===== src/rtl/u16u8_pkg.sv =====
// Package for the UTF-16 to UTF-8 transcoder: payload structs, the queue entry
// type, surrogate range constants and the UTF-8 byte encoder function.
// No dependencies.
`default_nettype none

package u16u8_pkg;

  // Surrogate ranges and fixed code points.
  localparam logic [15:0] HI_MIN      = 16'hD800;
  localparam logic [15:0] HI_MAX      = 16'hDBFF;
  localparam logic [15:0] LO_MIN      = 16'hDC00;
  localparam logic [15:0] LO_MAX      = 16'hDFFF;
  localparam logic [15:0] REPLACEMENT = 16'hFFFD;
  localparam logic [20:0] SUPP_BASE   = 21'h10000;

  // Default depth of the job queue between front and back.
  localparam int QUEUE_DEPTH_DEFAULT = 4;

  // Configuration register indexes (register i at byte address 4*i).
  localparam logic REG_ALLOW_LONE = 1'b0;

  // Input transaction payload.
  typedef struct packed {
    logic [15:0] utf16_unit;
    logic        end_of_text;
  } unit_t;

  // Output transaction payload.
  typedef struct packed {
    logic [7:0] utf8_byte;
    logic       last_of_run;
    logic       invalid_unit;
  } byte_t;

  // Bytes of one encoded code point, first byte in slot 0.
  typedef struct packed {
    logic [3:0][7:0] bytes;
    logic [2:0]      len;
  } enc_t;

  // One queue entry: all bytes caused by one accepted unit, slot 0 first.
  typedef struct packed {
    logic [5:0][7:0] bytes;
    logic [5:0]      bad;
    logic [2:0]      count;
  } job_t;

  // Encode one code point (up to 21 bits) into UTF-8.
  function automatic enc_t utf8_encode(input logic [20:0] cp);
    enc_t e;
    e.bytes = '0;
    if (cp < 21'h80) begin
      e.bytes[0] = cp[7:0];
      e.len      = 3'd1;
    end else if (cp < 21'h800) begin
      e.bytes[0] = {3'b110, cp[10:6]};
      e.bytes[1] = {2'b10, cp[5:0]};
      e.len      = 3'd2;
    end else if (cp < SUPP_BASE) begin
      e.bytes[0] = {4'b1110, cp[15:12]};
      e.bytes[1] = {2'b10, cp[11:6]};
      e.bytes[2] = {2'b10, cp[5:0]};
      e.len      = 3'd3;
    end else begin
      e.bytes[0] = {5'b11110, cp[20:18]};
      e.bytes[1] = {2'b10, cp[17:12]};
      e.bytes[2] = {2'b10, cp[11:6]};
      e.bytes[3] = {2'b10, cp[5:0]};
      e.len      = 3'd4;
    end
    return e;
  endfunction

endpackage

`default_nettype wire


===== src/rtl/u16u8_front.sv =====
// Front part of the transcoder: accepts UTF-16 units, tracks a pending high
// surrogate and turns each unit into one queue job of encoded bytes.
// Depends on u16u8_pkg.
`default_nettype none

module u16u8_front
  import u16u8_pkg::*;
(
  input  wire logic  clk,
  input  wire logic  rst,
  input  wire logic  allow_lone,
  input  wire logic  unit_valid,
  output logic       unit_stall,
  input  wire unit_t unit_data,
  input  wire logic  q_full,
  output logic       q_push,
  output job_t       q_job
);

  logic       pending_valid;
  logic [9:0] pending_bits;

  logic        accept;
  logic        is_hi;
  logic        is_lo;
  logic        pair;
  logic        flush;
  logic        has_main;
  logic        main_bad;
  logic [20:0] main_cp;
  logic [15:0] flush_unit;
  logic [15:0] lone_cp;
  enc_t        flush_enc;
  enc_t        main_enc;

  assign unit_stall = q_full;
  assign accept     = unit_valid && !q_full;

  // Classify the unit and choose the code points it completes.
  always_comb begin
    is_hi      = (unit_data.utf16_unit >= HI_MIN) && (unit_data.utf16_unit <= HI_MAX);
    is_lo      = (unit_data.utf16_unit >= LO_MIN) && (unit_data.utf16_unit <= LO_MAX);
    pair       = pending_valid && is_lo;
    flush      = pending_valid && !is_lo;
    flush_unit = HI_MIN | {6'd0, pending_bits};
    lone_cp    = allow_lone ? unit_data.utf16_unit : REPLACEMENT;
    if (pair) begin
      has_main = 1'b1;
      main_bad = 1'b0;
      main_cp  = 21'({pending_bits, unit_data.utf16_unit[9:0]}) + SUPP_BASE;
    end else if (is_hi) begin
      has_main = unit_data.end_of_text;
      main_bad = 1'b1;
      main_cp  = {5'd0, lone_cp};
    end else if (is_lo) begin
      has_main = 1'b1;
      main_bad = 1'b1;
      main_cp  = {5'd0, lone_cp};
    end else begin
      has_main = 1'b1;
      main_bad = 1'b0;
      main_cp  = {5'd0, unit_data.utf16_unit};
    end
    flush_enc = utf8_encode({5'd0, allow_lone ? flush_unit : REPLACEMENT});
    main_enc  = utf8_encode(main_cp);
  end

  // Pack the flushed surrogate (always three bytes) ahead of the main code point.
  always_comb begin
    q_job = '0;
    if (flush) begin
      q_job.bytes[0] = flush_enc.bytes[0];
      q_job.bytes[1] = flush_enc.bytes[1];
      q_job.bytes[2] = flush_enc.bytes[2];
      q_job.bytes[3] = main_enc.bytes[0];
      q_job.bytes[4] = main_enc.bytes[1];
      q_job.bytes[5] = main_enc.bytes[2];
      q_job.bad      = {{3{main_bad}}, 3'b111};
    end else begin
      q_job.bytes[0] = main_enc.bytes[0];
      q_job.bytes[1] = main_enc.bytes[1];
      q_job.bytes[2] = main_enc.bytes[2];
      q_job.bytes[3] = main_enc.bytes[3];
      q_job.bad      = {6{main_bad}};
    end
    q_job.count = (flush ? 3'd3 : 3'd0) + (has_main ? main_enc.len : 3'd0);
  end

  // A unit that completes no code point leaves no job behind.
  assign q_push = accept && (q_job.count != 3'd0);

  // Pending high surrogate state.
  always_ff @(posedge clk) begin
    if (rst) begin
      pending_valid <= 1'b0;
      pending_bits  <= '0;
    end else if (accept) begin
      pending_valid <= is_hi && !unit_data.end_of_text;
      pending_bits  <= unit_data.utf16_unit[9:0];
    end
  end

endmodule

`default_nettype wire


===== src/rtl/u16u8_queue.sv =====
// Job queue between the front and back parts of the transcoder.
// Small register FIFO of job_t entries. Depends on u16u8_pkg.
`default_nettype none

module u16u8_queue
  import u16u8_pkg::*;
#(
  parameter int DEPTH = QUEUE_DEPTH_DEFAULT
) (
  input  wire logic clk,
  input  wire logic rst,
  input  wire logic push,
  input  wire job_t push_job,
  output logic      full,
  input  wire logic pop,
  output logic      head_valid,
  output job_t      head_job
);

  localparam int PTR_W = (DEPTH > 1) ? $clog2(DEPTH) : 1;
  localparam int CNT_W = $clog2(DEPTH + 1);

  job_t             entries [DEPTH];
  logic [PTR_W-1:0] wr_ptr;
  logic [PTR_W-1:0] rd_ptr;
  logic [CNT_W-1:0] fill;

  assign full       = (fill == CNT_W'(DEPTH));
  assign head_valid = (fill != '0);
  assign head_job   = entries[rd_ptr];

  // Entry storage.
  always_ff @(posedge clk) begin
    if (push) begin
      entries[wr_ptr] <= push_job;
    end
  end

  // Pointers and fill count.
  always_ff @(posedge clk) begin
    if (rst) begin
      wr_ptr <= '0;
      rd_ptr <= '0;
      fill   <= '0;
    end else begin
      if (push) begin
        wr_ptr <= (wr_ptr == PTR_W'(DEPTH - 1)) ? '0 : wr_ptr + 1'b1;
      end
      if (pop) begin
        rd_ptr <= (rd_ptr == PTR_W'(DEPTH - 1)) ? '0 : rd_ptr + 1'b1;
      end
      if (push && !pop) begin
        fill <= fill + 1'b1;
      end else if (pop && !push) begin
        fill <= fill - 1'b1;
      end
    end
  end

endmodule

`default_nettype wire


===== src/rtl/u16u8_back.sv =====
// Back part of the transcoder: walks the bytes of the head job one per cycle
// (unless stalled) into a registered output channel. Depends on u16u8_pkg.
`default_nettype none

module u16u8_back
  import u16u8_pkg::*;
(
  input  wire logic clk,
  input  wire logic rst,
  input  wire logic head_valid,
  input  wire job_t head_job,
  output logic      pop,
  output logic      byte_valid,
  input  wire logic byte_stall,
  output byte_t     byte_data
);

  logic [2:0] idx;
  logic       load;
  logic       last;

  // The output register can take a new byte when empty or being drained.
  assign load = !byte_valid || !byte_stall;
  assign last = (idx == head_job.count - 3'd1);
  assign pop  = load && head_valid && last;

  // Byte index within the head job and the output register.
  always_ff @(posedge clk) begin
    if (rst) begin
      idx        <= '0;
      byte_valid <= 1'b0;
    end else if (load) begin
      byte_valid <= head_valid;
      if (head_valid) begin
        idx <= last ? 3'd0 : idx + 3'd1;
      end
    end
  end

  always_ff @(posedge clk) begin
    if (load && head_valid) begin
      byte_data.utf8_byte    <= head_job.bytes[idx];
      byte_data.last_of_run  <= last;
      byte_data.invalid_unit <= head_job.bad[idx];
    end
  end

endmodule

`default_nettype wire


===== src/rtl/utf16_to_utf8_transcoder_unit.sv =====
// UTF-16 to UTF-8 transcoder, top level. A unit is taken every cycle while the
// job queue has space; the back part emits one UTF-8 byte per cycle while the
// output is not stalled. A unit yields 0 to 6 bytes (1-3 for BMP text, 4 for a
// pair, 6 for a flushed surrogate plus a lone one).
// Synchronous active-high reset empties the queue, drops a pending surrogate
// and selects strict mode (lone surrogates become U+FFFD).
// Depends on u16u8_pkg, u16u8_front, u16u8_queue and u16u8_back.
`default_nettype none

module utf16_to_utf8_transcoder_unit
  import u16u8_pkg::*;
#(
  parameter int QUEUE_DEPTH = QUEUE_DEPTH_DEFAULT
) (
  input  wire logic        clk,
  input  wire logic        rst,
  // Configuration port.
  input  wire logic        psel,
  input  wire logic        penable,
  input  wire logic        pwrite,
  input  wire logic [2:0]  paddr,
  input  wire logic [31:0] pwdata,
  output logic [31:0]      prdata,
  output logic             pready,
  // UTF-16 unit channel.
  input  wire logic        unit_valid,
  output logic             unit_stall,
  input  wire unit_t       unit_data,
  // UTF-8 byte channel.
  output logic             byte_valid,
  input  wire logic        byte_stall,
  output byte_t            byte_data
);

  logic allow_lone;
  logic q_push;
  logic q_full;
  logic q_pop;
  logic q_head_valid;
  job_t q_push_job;
  job_t q_head_job;

  // Configuration register.
  assign pready = 1'b1;
  assign prdata = (paddr[2] == REG_ALLOW_LONE) ? {31'd0, allow_lone} : 32'd0;

  always_ff @(posedge clk) begin
    if (rst) begin
      allow_lone <= 1'b0;
    end else if (psel && penable && pwrite && (paddr[2] == REG_ALLOW_LONE)) begin
      allow_lone <= pwdata[0];
    end
  end

  // Front, queue and back.
  u16u8_front u_front (
    .clk        (clk),
    .rst        (rst),
    .allow_lone (allow_lone),
    .unit_valid (unit_valid),
    .unit_stall (unit_stall),
    .unit_data  (unit_data),
    .q_full     (q_full),
    .q_push     (q_push),
    .q_job      (q_push_job)
  );

  u16u8_queue #(
    .DEPTH (QUEUE_DEPTH)
  ) u_queue (
    .clk        (clk),
    .rst        (rst),
    .push       (q_push),
    .push_job   (q_push_job),
    .full       (q_full),
    .pop        (q_pop),
    .head_valid (q_head_valid),
    .head_job   (q_head_job)
  );

  u16u8_back u_back (
    .clk        (clk),
    .rst        (rst),
    .head_valid (q_head_valid),
    .head_job   (q_head_job),
    .pop        (q_pop),
    .byte_valid (byte_valid),
    .byte_stall (byte_stall),
    .byte_data  (byte_data)
  );

endmodule

`default_nettype wire


===== config.mk =====
export PLATFORM = sky130hd
export DESIGN_NAME = utf16_to_utf8_transcoder_unit
export DESIGN_NICKNAME = d
export VERILOG_FILES = /design/src/rtl/u16u8_pkg.sv /design/src/rtl/u16u8_front.sv /design/src/rtl/u16u8_queue.sv /design/src/rtl/u16u8_back.sv /design/src/rtl/utf16_to_utf8_transcoder_unit.sv
export SDC_FILE = /design/constraint.sdc
export NUM_CORES = 1
export LEC_CHECK = 0
export ABC_AREA = 1
export BUFFER_PORTS_ARGS = -buffer_cell sky130_fd_sc_hd__clkbuf_2
export CAP_MARGIN = 20
export CORE_MARGIN = 2
export CORE_UTILIZATION = 51
export DETAILED_ROUTE_END_ITERATION = 8
export PLACE_DENSITY = 0.7
export SYNTH_ARGS = -nofsm -noshare
export SYNTH_HDL_FRONTEND = slang
export SYNTH_SLANG_ARGS = --single-unit

===== constraint.sdc =====
create_clock -name clk -period 7 [get_ports clk]
set_input_delay 0.35 -clock clk [delete_from_list [all_inputs] [get_ports clk]]
set_output_delay 0.35 -clock clk [all_outputs]
set_load 0.02 [all_outputs]

# Word level (Yosys, flattened, before mapping)
# Memories as Yosys holds them, arrays and structs flattened. A register that Yosys moved wholly into a read port is not among the register bits.
# Cells that the tools add are included.
# word_totals
input_bits	59
register_bits	33
elab_cells	99
mem_count	1
mem_bits_rw	228
# memory_table
memory	words	word_bits	rd	rd_ports_with_merged_regs	wr	line_no	text
u_queue.entries	4	57	1	1	1	u16u8_queue.sv:23	job_t entries [DEPTH];
# classes
n_bitwise	1
eq_ne	4
muxes	38
reduce_logical	26
addsub	8
n_lt_le_gt_ge	10
# op_table
cell	count
$mux W16	5
$mux W21	2
$mux W38	1
$ge A16 B16 Y1 const B	2
$le A16 B16 Y1 const B	2
$mux W25	1
$bmux W8 S3	1
$mux W24	1
$mux W8	3
$mux W11	2
$add A20 B17 Y21 const B	1
$lt A21 B12 Y1 const B	1
$lt A21 B17 Y1 const B	1
$lt A21 B8 Y1 const B	1
$mux W19	1
$mux W17	1
$lt A16 B12 Y1 const B	1
$lt A16 B8 Y1 const B	1
$logic_and A1 B1 Y1	14
$mux W14	1
$mux W3	4
$mux W2	5
$mux W1	9
$logic_not A1 Y1	7
other kinds (14)	19

# Depth between registers and ports, before layout
# Gate-level depths: netlist of the first run.
# logic_depth
ltp_word	17
mapped_depth	28

# Cells and area by module
# Synthesis of the first run repeated with hierarchy kept, for this count alone.
# hier_totals
hier_cells	1117
hier_area_um2	12034.0
# modules_own_cells
module	n_inst	cells_per_inst	seq_area_each_um2	area_each_um2
u16u8_queue	1	611	7026.7	8903.5
u16u8_front	1	308	220.2	1730.4
u16u8_back	1	151	380.4	1082.3
utf16_to_utf8_transcoder_unit	1	47	20.0	317.8

# Worst setup path after synthesis of the first run
# No wires, ideal clock.
# synth_path
path_type	input to register
startpoint	in unit_data[14] (netlist name)
endpoint	mem u_queue.entries[0][0] (netlist name) (enable)
path_stages	19
path_buffers	1
required_ns	6.544
arrival_time_ns	4.630
slack_ns	1.914
path_cell_list	inv_1 nand2_4 nor2_8 nand3_4 nand3_4 nand2_2 nor2_4 nand2_4 nor2_8 nand2_4 buf_6 nand2_1 a21oi_1 ha_1 fa_1 nor2_1 nand3_2 nand2_2 nor2_1
# synth_rtl
item	line_no	text
from (decl)	utf16_to_utf8_transcoder_unit.sv:28	input wire unit_t unit_data,
to (decl)	u16u8_queue.sv:23	

==> results of run 1 <==
==> sequential cells by signal (all words and copies together), names as in the netlist, named ones only <==
name and cells:
u_back.byte_data 10, u_back.byte_valid 1, u_queue.rd_ptr 2, u_back.idx 3
u_queue.fill 3, u_queue.wr_ptr 2, u_queue.entries 196, allow_lone 1
u_front.pending_bits 10, u_front.pending_valid 1
==> how the worst max path moves through the flow <==
| stage | from | slack, ns | endpoint | cells after the start |
|---|---|---|---|---|
| floorplan | unit_data[14] | 1.91 | u_queue.entries[0][0] | 19 |
| global placement | unit_data[14] | 2.18 | u_queue.entries[2][50] | 14 |
| detailed placement | unit_data[14] | 2.09 | u_queue.entries[2][46] | 14 |
| CTS | u_front.pending_bits[6] | 2.39 | u_queue.entries[2][46] | 12 |
| global route | u_front.pending_bits[6] | 2.06 | u_queue.entries[2][46] | 12 |
| finish | u_front.pending_bits[6] | 2.39 | u_queue.entries[2][46] | 12 |
==> report_power, final <==
part | internal [µW] | total, µW | switching, µW
Sequential | 1770 | 1840 | 66.9
Combinational | 363 | 1250 | 891
Clock | 685 | 1190 | 506
==> metrics by stage <==
step / cells / util / area, µm² / worst slack (ns) / total power [µW]
2_1_floorplan: 1030 / - / 10760 / 1.914 / 2749
3_3_place_gp: 1268 / 0.5371 / 10940 / 2.181 / 3093
3_5_place_dp: 1268 / 0.5371 / 10940 / 2.086 / 3112
4_1_cts: 1312 / 0.5739 / 11690 / 2.393 / 4297
5_1_grt: 1312 / 0.5739 / 11690 / 2.057 / 4517
6_report: 1312 / 0.5739 / 11690 / 2.393 / 4284
==> repair_timing <==
item | in CTS | in global routing
hold buffers | 1 | 0
hold endpoints to repair | 1 | 0
resized for setup | 0 | 0
==> cell usage in the layout, fill, tap and decap left out, types with 3 or more instances in the layout <==
cell,instances
a21oi_1,19
a22oi_1,3
a32o_1,7
buf_4,12
clkbuf_16,25
clkbuf_2,38
clkinv_1,8
clkinv_2,5
clkinv_4,3
conb_1,32
dfxtp_1,23
edfxtp_1,206
ha_1,10
inv_1,65
inv_2,4
nand2_1,142
nand2_2,8
nand2_4,5
nand3_1,37
nand4_1,10
nor2_1,142
nor2_2,3
nor2_4,6
nor3_1,3
o211ai_1,15
o21ai_0,134
o21ai_1,7
o221ai_1,16
o22ai_1,19
xor2_1,6
==> per-layer routing <==
metal  vias to the layer above  global-route usage
met1                      3449              0.3163
met2                       297              0.3354
li1                       3503                   -
met5                         -                   0
met3                        43             0.03374
met4                         0             0.06143
==> cells by family after synthesis <==
family                   count (synthesis)  synth area share
XOR/XNOR                                 7          0.005759
AND/OR/NAND/NOR                        365            0.1522
buffers and inverters                  154           0.07040
flip-flops                             231            0.6280
other                                    2         0.0007054
AO/OA/AOI/OAI                          229            0.1274
adder cells (fa/ha/maj)                 12           0.01551
==> final cells by class <==
type | count | area, µm² | area share
inverters | 72 | 277.8 | 0.02377
clock buffers | 27 | 633.1 | 0.05417
multi-input cells | 645 | 3353 | 0.2869
flip-flops and latches | 231 | 6689 | 0.5723
repair buffers | 51 | 290.3 | 0.02484
clock inverters | 16 | 106.4 | 0.009100
well taps | 270 | 337.8 | 0.02890
==> worst max-delay path: stages, from the launching register on <==
cell      delay [ns]
dfxtp_1         0.46
ha_1            0.23
nand2_1         0.06
nor2_1          0.15
o21ai_1         0.14
nand3b_1        0.74
nor3_1          0.18
fa_1            0.64
nor2_1          0.08
nand3_2         0.08
nand2_2         0.18
nor2_4          0.73
buf_4           0.54
==> results.sh, run 1 <==
export IMPL_status="finished clean"
export IMPL_fin_hold_ws_ns=0.08727
export IMPL_holdPathStages=3
export IMPL_fin_crit_sh=0.6582
export IMPL_avgSynthCellArea_um2=10.65
export IMPL_antenna_found_initial=0
export IMPL_ir_worst_vdd_mv=0.2347
export IMPL_synth_top_cells_by_area="edfxtp_1 (58%), o21ai_0 (6.3%), nor2_1 (5.1%), nand2_1 (5.0%), dfxtp_1 (4.7%)"
export IMPL_place_congestion=0.9049
export IMPL_wl_um=23580
export IMPL_grt_pass1_vias=6743
export IMPL_maxCapViolCount=0
export IMPL_worstPathArrival_ns=4.76
export IMPL_syn_inst=1000
export IMPL_hold_viol_final=0
export IMPL_synthDistinctLibCells=48
export IMPL_rsz0062_at_grt="no"
export IMPL_ys_warnings_count=0
export IMPL_synth_top_area_frac=0.5810
export IMPL_p_leak_uw=0.004459
export IMPL_drc_errors=0
export IMPL_cp_max_fo=29
export IMPL_ant_nets=0
export IMPL_worstPathRequired_ns=7.15
export IMPL_synth_top_flop_cell="edfxtp_1"
export IMPL_ys_ff_latch=231
export IMPL_tightest_slew_ns=1.057
export IMPL_synth_edff_count=206
export IMPL_vias_per_cell=5.558
export IMPL_synth_most_common_cell="edfxtp_1"
export IMPL_synthArstFlopShare=0
export IMPL_reg2reg_from="u_front.pending_bits[6]"
export IMPL_syn_cell_area_um2=10650
export IMPL_yosysSeqAreaShare=0.6280
export IMPL_slew_headroom=0.2939
export IMPL_ys_top_cells_by_count="edfxtp_1 (206), nor2_1 (146), nand2_1 (142)"
export IMPL_grt_pass1_wl_um=36850
export IMPL_drive_gt1_frac=0.1200
export IMPL_clk_latency_ns=0.52
export IMPL_worst_r2r_endpoint="u_queue.entries[2][46]"
export IMPL_htreeDepth=1
export IMPL_grt_max_degree=99
export IMPL_diodes=0
export IMPL_routedWlPerCell_um=17.97
export IMPL_post_cts_buffers=0
export IMPL_fp_row_count=52
export IMPL_area_delta_synth_final_pct=9.778
export IMPL_portBuffers=38
export IMPL_fmax_ghz=0.2171
export IMPL_worst_clock_skew_ns=0.01529
export IMPL_finalSetupViolCount=0
export IMPL_ctsRootBufferMaster="clkbuf_16"
export IMPL_ff2ff_setup_slack_ns=2.39
export IMPL_cts_buffers=24
export IMPL_crit_type="reg -> reg"
export IMPL_wl_met1_um=10500
export IMPL_die_h_um=148.5
export IMPL_setup_tns_ns=0
export IMPL_drt_pass1_iter_count=6
export IMPL_chipWidth_um=148.5
export IMPL_holdPathEnd="u_front.pending_bits[2]"
export IMPL_path_clk_slew_ns=0.06
export IMPL_io_pins=104
export IMPL_dr_wl_met2_um=10600
export IMPL_slew_violations=0
export IMPL_fin_nets=1096
export IMPL_powerDensity_nw_per_um2=366.5
export IMPL_coreArea_um2=20360
export IMPL_worst_hold_path_type="in -> reg"
export IMPL_endpoint_kind="register"
export IMPL_min_from="unit_data[3]"
export IMPL_clock_sinks=231
export IMPL_hpwl_um=14440
export IMPL_cts_tree="done"
export IMPL_period_needed_ns=4.607
export IMPL_route_met3_wl_um=1929
export IMPL_synth_top_cell_by_area="edfxtp_1"
export IMPL_clk_path_buf_depth=3
export IMPL_top_layer_used="met4"
export IMPL_track_usage=0.2151
export IMPL_initialDrtViolationCount=667
export IMPL_initial_core_util=0.5228
export IMPL_fill_cells=1695
export IMPL_worstSetupStartpointType="register"
export IMPL_num_vias=7292
export IMPL_rr_worst_depth=12
export IMPL_dieArea_um2=22050
export IMPL_grt_ovfl_total=0
(Power assumes the default switching activity.)
==> run 2, diff against run 1 <==
--- a/config.mk
+++ b/config.mk
@@ -11,7 +11,7 @@
 export CORE_MARGIN = 2
 export CORE_UTILIZATION = 51
 export DETAILED_ROUTE_END_ITERATION = 8
-export PLACE_DENSITY = 0.7
+export PLACE_DENSITY = 0.73
 export SYNTH_ARGS = -nofsm -noshare
 export SYNTH_HDL_FRONTEND = slang
 export SYNTH_SLANG_ARGS = --single-unit
==> constraint.sdc (replaced) <==
create_clock -name clk -period 4 [get_ports clk]
set_input_delay 0.2 -clock clk [delete_from_list [all_inputs] [get_ports clk]]
set_output_delay 0.2 -clock clk [all_outputs]
set_load 0.02 [all_outputs]
==> results.sh, run 2 (synthesized netlist as in run 1, its figures left out) <==
export IMPL_holdBufCountCts=14
export IMPL_worst_hold_path_type="in -> reg"
export IMPL_grt_ovfl_total=0
export IMPL_ant_nets=0
export IMPL_dieArea_um2=22050
export IMPL_ctsRootBufferMaster="clkbuf_16"
export IMPL_routedWlPerCell_um=17.81
export IMPL_largest_register_ffs=196
export IMPL_drive_gt1_frac=0.1321
export IMPL_cts_repair_resized=0
export IMPL_rsz0062_at_grt="no"
export IMPL_crit_type="reg -> reg"
export IMPL_cp_slowest_cell="fa_1"
export IMPL_portBuffers=38
export IMPL_slew_headroom=0.3643
export IMPL_crit_chain="ha_1 > xor2_1 > o21ai_1 > nand2_2 > nor2_8 > nand2_4 > nand2_1 > a21oi_1 > ha_1 > fa_1 > nor2_1 > nand3_2 > nand2_2 > inv_2 > ha_1 > inv_1 > fa_1 > a21oi_1 > o21ai_0 > o21ai_0 > a21oi_1"
export IMPL_grt_pass1_vias=6948
export IMPL_top_regs="u_queue.entries x196, u_back.byte_data x10, u_front.pending_bits x10"
export IMPL_final_cell_mix="edfxtp_1 (206), nand2_1 (142), nor2_1 (142)"
export IMPL_hpwl_um=14160
export IMPL_num_vias=7464
export IMPL_chipWidth_um=148.5
export IMPL_clk_path_buf_depth=3
export IMPL_io_pins=104
export IMPL_powerDensity_nw_per_um2=652.0
export IMPL_initial_core_util=0.5228
export IMPL_htreeDepth=1
export IMPL_worstPathRequired_ns=4.40
export IMPL_min_from="unit_data[0]"
export IMPL_seqCellArea_um2=6689
export IMPL_reg2reg_from="u_front.pending_bits[6]"
export IMPL_vias_per_cell=5.583
export IMPL_cts_tree="done"
export IMPL_status="finished clean"
export IMPL_finalSetupViolCount=0
export IMPL_fin_crit_sh=0.9368
export IMPL_antenna_found_initial=0
export IMPL_drt_pass1_iter_count=5
export IMPL_fill_cells=1607
export IMPL_slowest_delay_ns=0.52
export IMPL_period_needed_ns=3.747
export IMPL_cts_buffers=24
export IMPL_worstPathArrival_ns=4.14
export IMPL_layout_commonest_cell="edfxtp_1"
export IMPL_post_cts_buffers=0
export IMPL_wl_um=23810
export IMPL_p_leak_uw=0.004639
export IMPL_fmax_ghz=0.2669
export IMPL_maxCapViolCount=0
export IMPL_hold_viol_final=0
export IMPL_clk_latency_ns=0.51
export IMPL_cp_max_fo=8
export IMPL_die_h_um=148.5
export IMPL_grt_max_degree=93
export IMPL_endpoint_kind="register"
export IMPL_critPathLaunch="u_front.pending_bits[6]"
export IMPL_initialDrtViolationCount=788
export IMPL_place_congestion=0.9189
export IMPL_critPathBufInv=2
export IMPL_drc_errors=0
export IMPL_path_clk_slew_ns=0.06
export IMPL_diodes=0
export IMPL_setup_tns_ns=0
export IMPL_ir_worst_vdd_mv=0.3890
export IMPL_regMostFlops="u_queue.entries"
export IMPL_grt_pass1_wl_um=37220
export IMPL_multi_input_area_um2=3353
export IMPL_fin_util=0.5933
export IMPL_worst_clock_skew_ns=0.01682
export IMPL_coreArea_um2=20360
export IMPL_tightest_slew_ns=0.9536
export IMPL_area_delta_synth_final_pct=13.48
export IMPL_cp_top_family="adder cells"
export IMPL_fin_nets=1120
export IMPL_slew_violations=0
export IMPL_fp_row_count=52
export IMPL_fin_hold_ws_ns=0.05557
export IMPL_clock_sinks=231
export IMPL_track_usage=0.2171
export IMPL_worstSetupStartpointType="register"
==> run 2: cell count changes in the layout (fill, tap and decap cells not counted) <==
cell / previous run / this run
buf_4: 12 / 19
clkbuf_1: 2 / 4
clkinv_4: 3 / 1
clkinvlp_4: 1 / 2
clkbuf_8: 0 / 3
clkinv_2: 5 / 4
dlygate4sd3_1: 1 / 14
bufinv_16: 1 / 5
buf_12: 0 / 4
clkinv_1: 8 / 2
==> run 2: tightest hold or removal path, delay by kind of cell <==
| kind | cells | cell delay (ns) |
|---|---|---|
| and+or+nand+nor | 3 | 0.24 |
| buffers and inverters | 1 | 0.08 |
==> run 2: path summary, 6_finish.rpt <==
check / to / slack, ns / cells after the start
setup / recovery: u_queue.fill[2] / 0.25 / 21
hold / removal: u_front.pending_valid / 0.06 / 4
setup reg to reg: u_queue.fill[2] / 0.25 / 21
hold reg to reg: u_queue.fill[2] / 0.49 / 2
==> run 2: power breakdown <==
| part | switching, µW | internal (µW) | leakage [µW] | total, µW |
|---|---|---|---|---|
| combinational | 1580 | 675 | 0.00215 | 2250 |
| sequential | 128 | 3100 | 0.00207 | 3230 |
| clock | 879 | 1520 | 0.000423 | 2400 |
| total | 2580 | 5290 | 0.00464 | 7880 |
==> run 2: metal layers <==
| layer | track usage | wire length, µm | vias up |
|---|---|---|---|
| li1 | - | - | 3551 |
| met1 | 0.3188 | 10490 | 3535 |
| met2 | 0.3424 | 10840 | 345 |
| met3 | 0.03497 | 2082 | 33 |
| met4 | 0.05333 | 400 | 0 |
| met5 | 0 | 0 | - |
==> run 2: per-stage QoR <==
step           cell area [µm²]  cells  total power [µW]  setup WS, ns
3_5_place_dp             11070   1279              5496        0.2172
3_3_place_gp             11070   1279              5449        0.3079
2_1_floorplan            10770   1030              4806       -0.2530
6_report                 12080   1337              7877        0.2529
5_1_grt                  12080   1337              8286       0.01546
4_1_cts                  12080   1337              7900        0.2759
==> run 2: area by class of cell <==
type / count / share of cell area
inverters: 72 / 0.02299
clock buffers: 32 / 0.05644
multi-input cells: 645 / 0.2775
flip-flops and latches: 231 / 0.5536
well taps: 270 / 0.02796
repair buffers: 75 / 0.04577
clock inverters: 12 / 0.01564
==> run 3, diff against run 2 <==
==> constraint.sdc (replaced) <==
create_clock -name clk -period 3.4 [get_ports clk]
set_input_delay 0.17 -clock clk [delete_from_list [all_inputs] [get_ports clk]]
set_output_delay 0.17 -clock clk [all_outputs]
set_load 0.02 [all_outputs]
==> results.sh, run 3 (synthesized netlist as in run 1, its figures left out) <==
export IMPL_status="finished clean"
export IMPL_worstSetupStartpointType="register"
export IMPL_cts_tree="done"
export IMPL_coreArea_um2=20360
export IMPL_wl_met1_um=10560
export IMPL_grt_pass1_vias=7081
export IMPL_antenna_found_initial=0
export IMPL_wl_um=24280
export IMPL_worst_clock_skew_ns=0.01354
export IMPL_hpwl_um=15570
export IMPL_cp_slowest_cell="fa_2"
export IMPL_clk_latency_ns=0.51
export IMPL_crit_chain="ha_4 > xor2_2 > o21ai_2 > nand2_2 > nor2_8 > nand2_4 > nand2_1 > a21oi_1 > ha_2 > fa_2 > nor2_2 > nand3_2 > nand2_4 > inv_4 > ha_4 > inv_2 > fa_2 > a21oi_2 > o21ai_2 > o21ai_1 > a21oi_1"
export IMPL_finalSetupViolCount=0
export IMPL_track_usage=0.2208
export IMPL_final_cell_mix="edfxtp_1 (206), nand2_1 (141), nor2_1 (140)"
export IMPL_top_layer_used="met4"
export IMPL_cp_max_fo=5
export IMPL_initialDrtViolationCount=820
export IMPL_slowest_delay_ns=0.54
export IMPL_top_regs="u_queue.entries x196, u_back.byte_data x10, u_front.pending_bits x10"
export IMPL_grt_ovfl_total=0
export IMPL_powerDensity_nw_per_um2=724.5
export IMPL_dr_wl_met2_um=11430
export IMPL_layout_commonest_cell="edfxtp_1"
export IMPL_clk_path_buf_depth=3
export IMPL_clock_sinks=231
export IMPL_cts_buffers=24
export IMPL_grt_pass1_wl_um=38030
export IMPL_io_pins=104
export IMPL_crit_type="reg -> reg"
export IMPL_finalNonFillerCells=1381
export IMPL_netSwitchingPower_uw=3080
export IMPL_area_delta_synth_final_pct=16.15
export IMPL_hold_viol_final=0
export IMPL_fin_crit_sh=0.9834
export IMPL_drive_gt1_frac=0.1782
export IMPL_routedWlPerCell_um=17.58
export IMPL_dieArea_um2=22050
export IMPL_vias_per_cell=5.527
export IMPL_power_total_uw=8959
export IMPL_die_h_um=148.5
export IMPL_setup_ws_ns=0.05649
export IMPL_drc_errors=0
export IMPL_path_clk_slew_ns=0.06
export IMPL_diodes=0
export IMPL_drt_pass1_iter_count=5
export IMPL_route_met3_wl_um=1756
export IMPL_period_needed_ns=3.344
export IMPL_worstPathArrival_ns=3.75
export IMPL_ctsRootBufferMaster="clkbuf_16"
export IMPL_power_frac_comb=0.307
export IMPL_regMostFlops="u_queue.entries"
export IMPL_pwr_share_seq=0.427
export IMPL_htreeDepth=1
export IMPL_fmax_ghz=0.2991
export IMPL_dp_cells=1320
export IMPL_num_vias=7633
export IMPL_intPower_uw=5879
export IMPL_critPathBufInv=2
export IMPL_chipWidth_um=148.5
export IMPL_ant_nets=0
export IMPL_finalInstanceArea_um2=12370
export IMPL_slew_violations=0
export IMPL_switching_share=0.3438
export IMPL_pre_cts_ws_ns=-0.09350
export IMPL_worstPathRequired_ns=3.81
export IMPL_tightest_slew_ns=0.8192
export IMPL_slew_headroom=0.4519
export IMPL_fin_nets=1164
export IMPL_maxCapViolCount=0
export IMPL_largest_register_ffs=196
export IMPL_rsz0062_at_grt="yes"
export IMPL_worst_hold_path_type="in -> reg"
export IMPL_cp_top_family="adder cells"
export IMPL_initial_core_util=0.5228
export IMPL_place_congestion=0.9368
export IMPL_grt_max_degree=63
export IMPL_ir_worst_vdd_mv=0.5659
export IMPL_p_clk_frac=0.266
export IMPL_p_leak_uw=0.004790
export IMPL_endpoint_kind="register"
export IMPL_portBuffers=38
export IMPL_fp_row_count=52
export IMPL_postPlaceCellArea_um2=11420
[run 3: worst min-delay path, cell delays in order]
cell	delay [ns]
clkbuf_2	0.08
inv_1	0.04
nor2_1	0.04
buf_4	0.19
a21oi_1	0.15
[run 3: timing repair]
item	4_1_cts	5_1_grt
gates resized for setup	1	17
gates cloned	0	0
endpoints found under the setup margin	2	2
hold endpoints to repair	14	0
hold buffers	15	0
buffers inserted	0	2
pin swaps	0	10
[run 3: cell type report]
class,count,area [µm²]
Clock buffer,29,640.6
Clock inverter,15,77.57
Fill cell,1606,7999
Inverter,72,280.3
Multi-Input combinational cell,645,3430
Sequential cell,231,6701
Tap cell,270,337.8
Timing Repair Buffer,119,898.4
[run 3: worst paths after layout]
| check | slack [ns] | cells after the start | endpoint | start |
|---|---|---|---|---|
| worst max-delay path | 0.06 | 21 | u_queue.fill[2] | u_front.pending_bits[6] |
| worst min-delay path | 0.19 | 5 | u_front.pending_bits[2] | unit_valid |
| worst max register to register | 0.06 | 21 | u_queue.fill[2] | u_front.pending_bits[6] |
| worst min register to register | 0.50 | 2 | u_queue.fill[2] | u_queue.fill[2] |
[run 3: stage by stage]
stage / utilization / hold slack (ns) / setup TNS [ns]
detailed placement: 0.5607 / 0.3528 / -0.1536
finish: 0.6072 / 0.1930 / 0
floorplan: - / 0.2424 / -52.39
global route: 0.6072 / 0.2322 / -0.1421
CTS: 0.6034 / 0.1800 / 0
global placement: 0.5607 / 0.3426 / -0.03766
[run 3: per-layer routing]
layer | GRT usage | vias to the layer above
met5 | 0 | -
met4 | 0.05810 | 0
met3 | 0.03221 | 47
met2 | 0.3576 | 310
met1 | 0.3162 | 3641
li1 | - | 3635
[run 3: power groups by stage]
| stage | clock network [µW] | registers (µW) | logic (µW) |
|---|---|---|---|
| 3_5_place_dp | 0 | 3880 | 2660 |
| 4_1_cts | 2410 | 3820 | 2700 |
| 3_3_place_gp | 0 | 3860 | 2610 |
| 5_1_grt | 2530 | 3860 | 3040 |
| 6_report | 2390 | 3820 | 2750 |
| 2_1_floorplan | 0 | 3910 | 1770 |
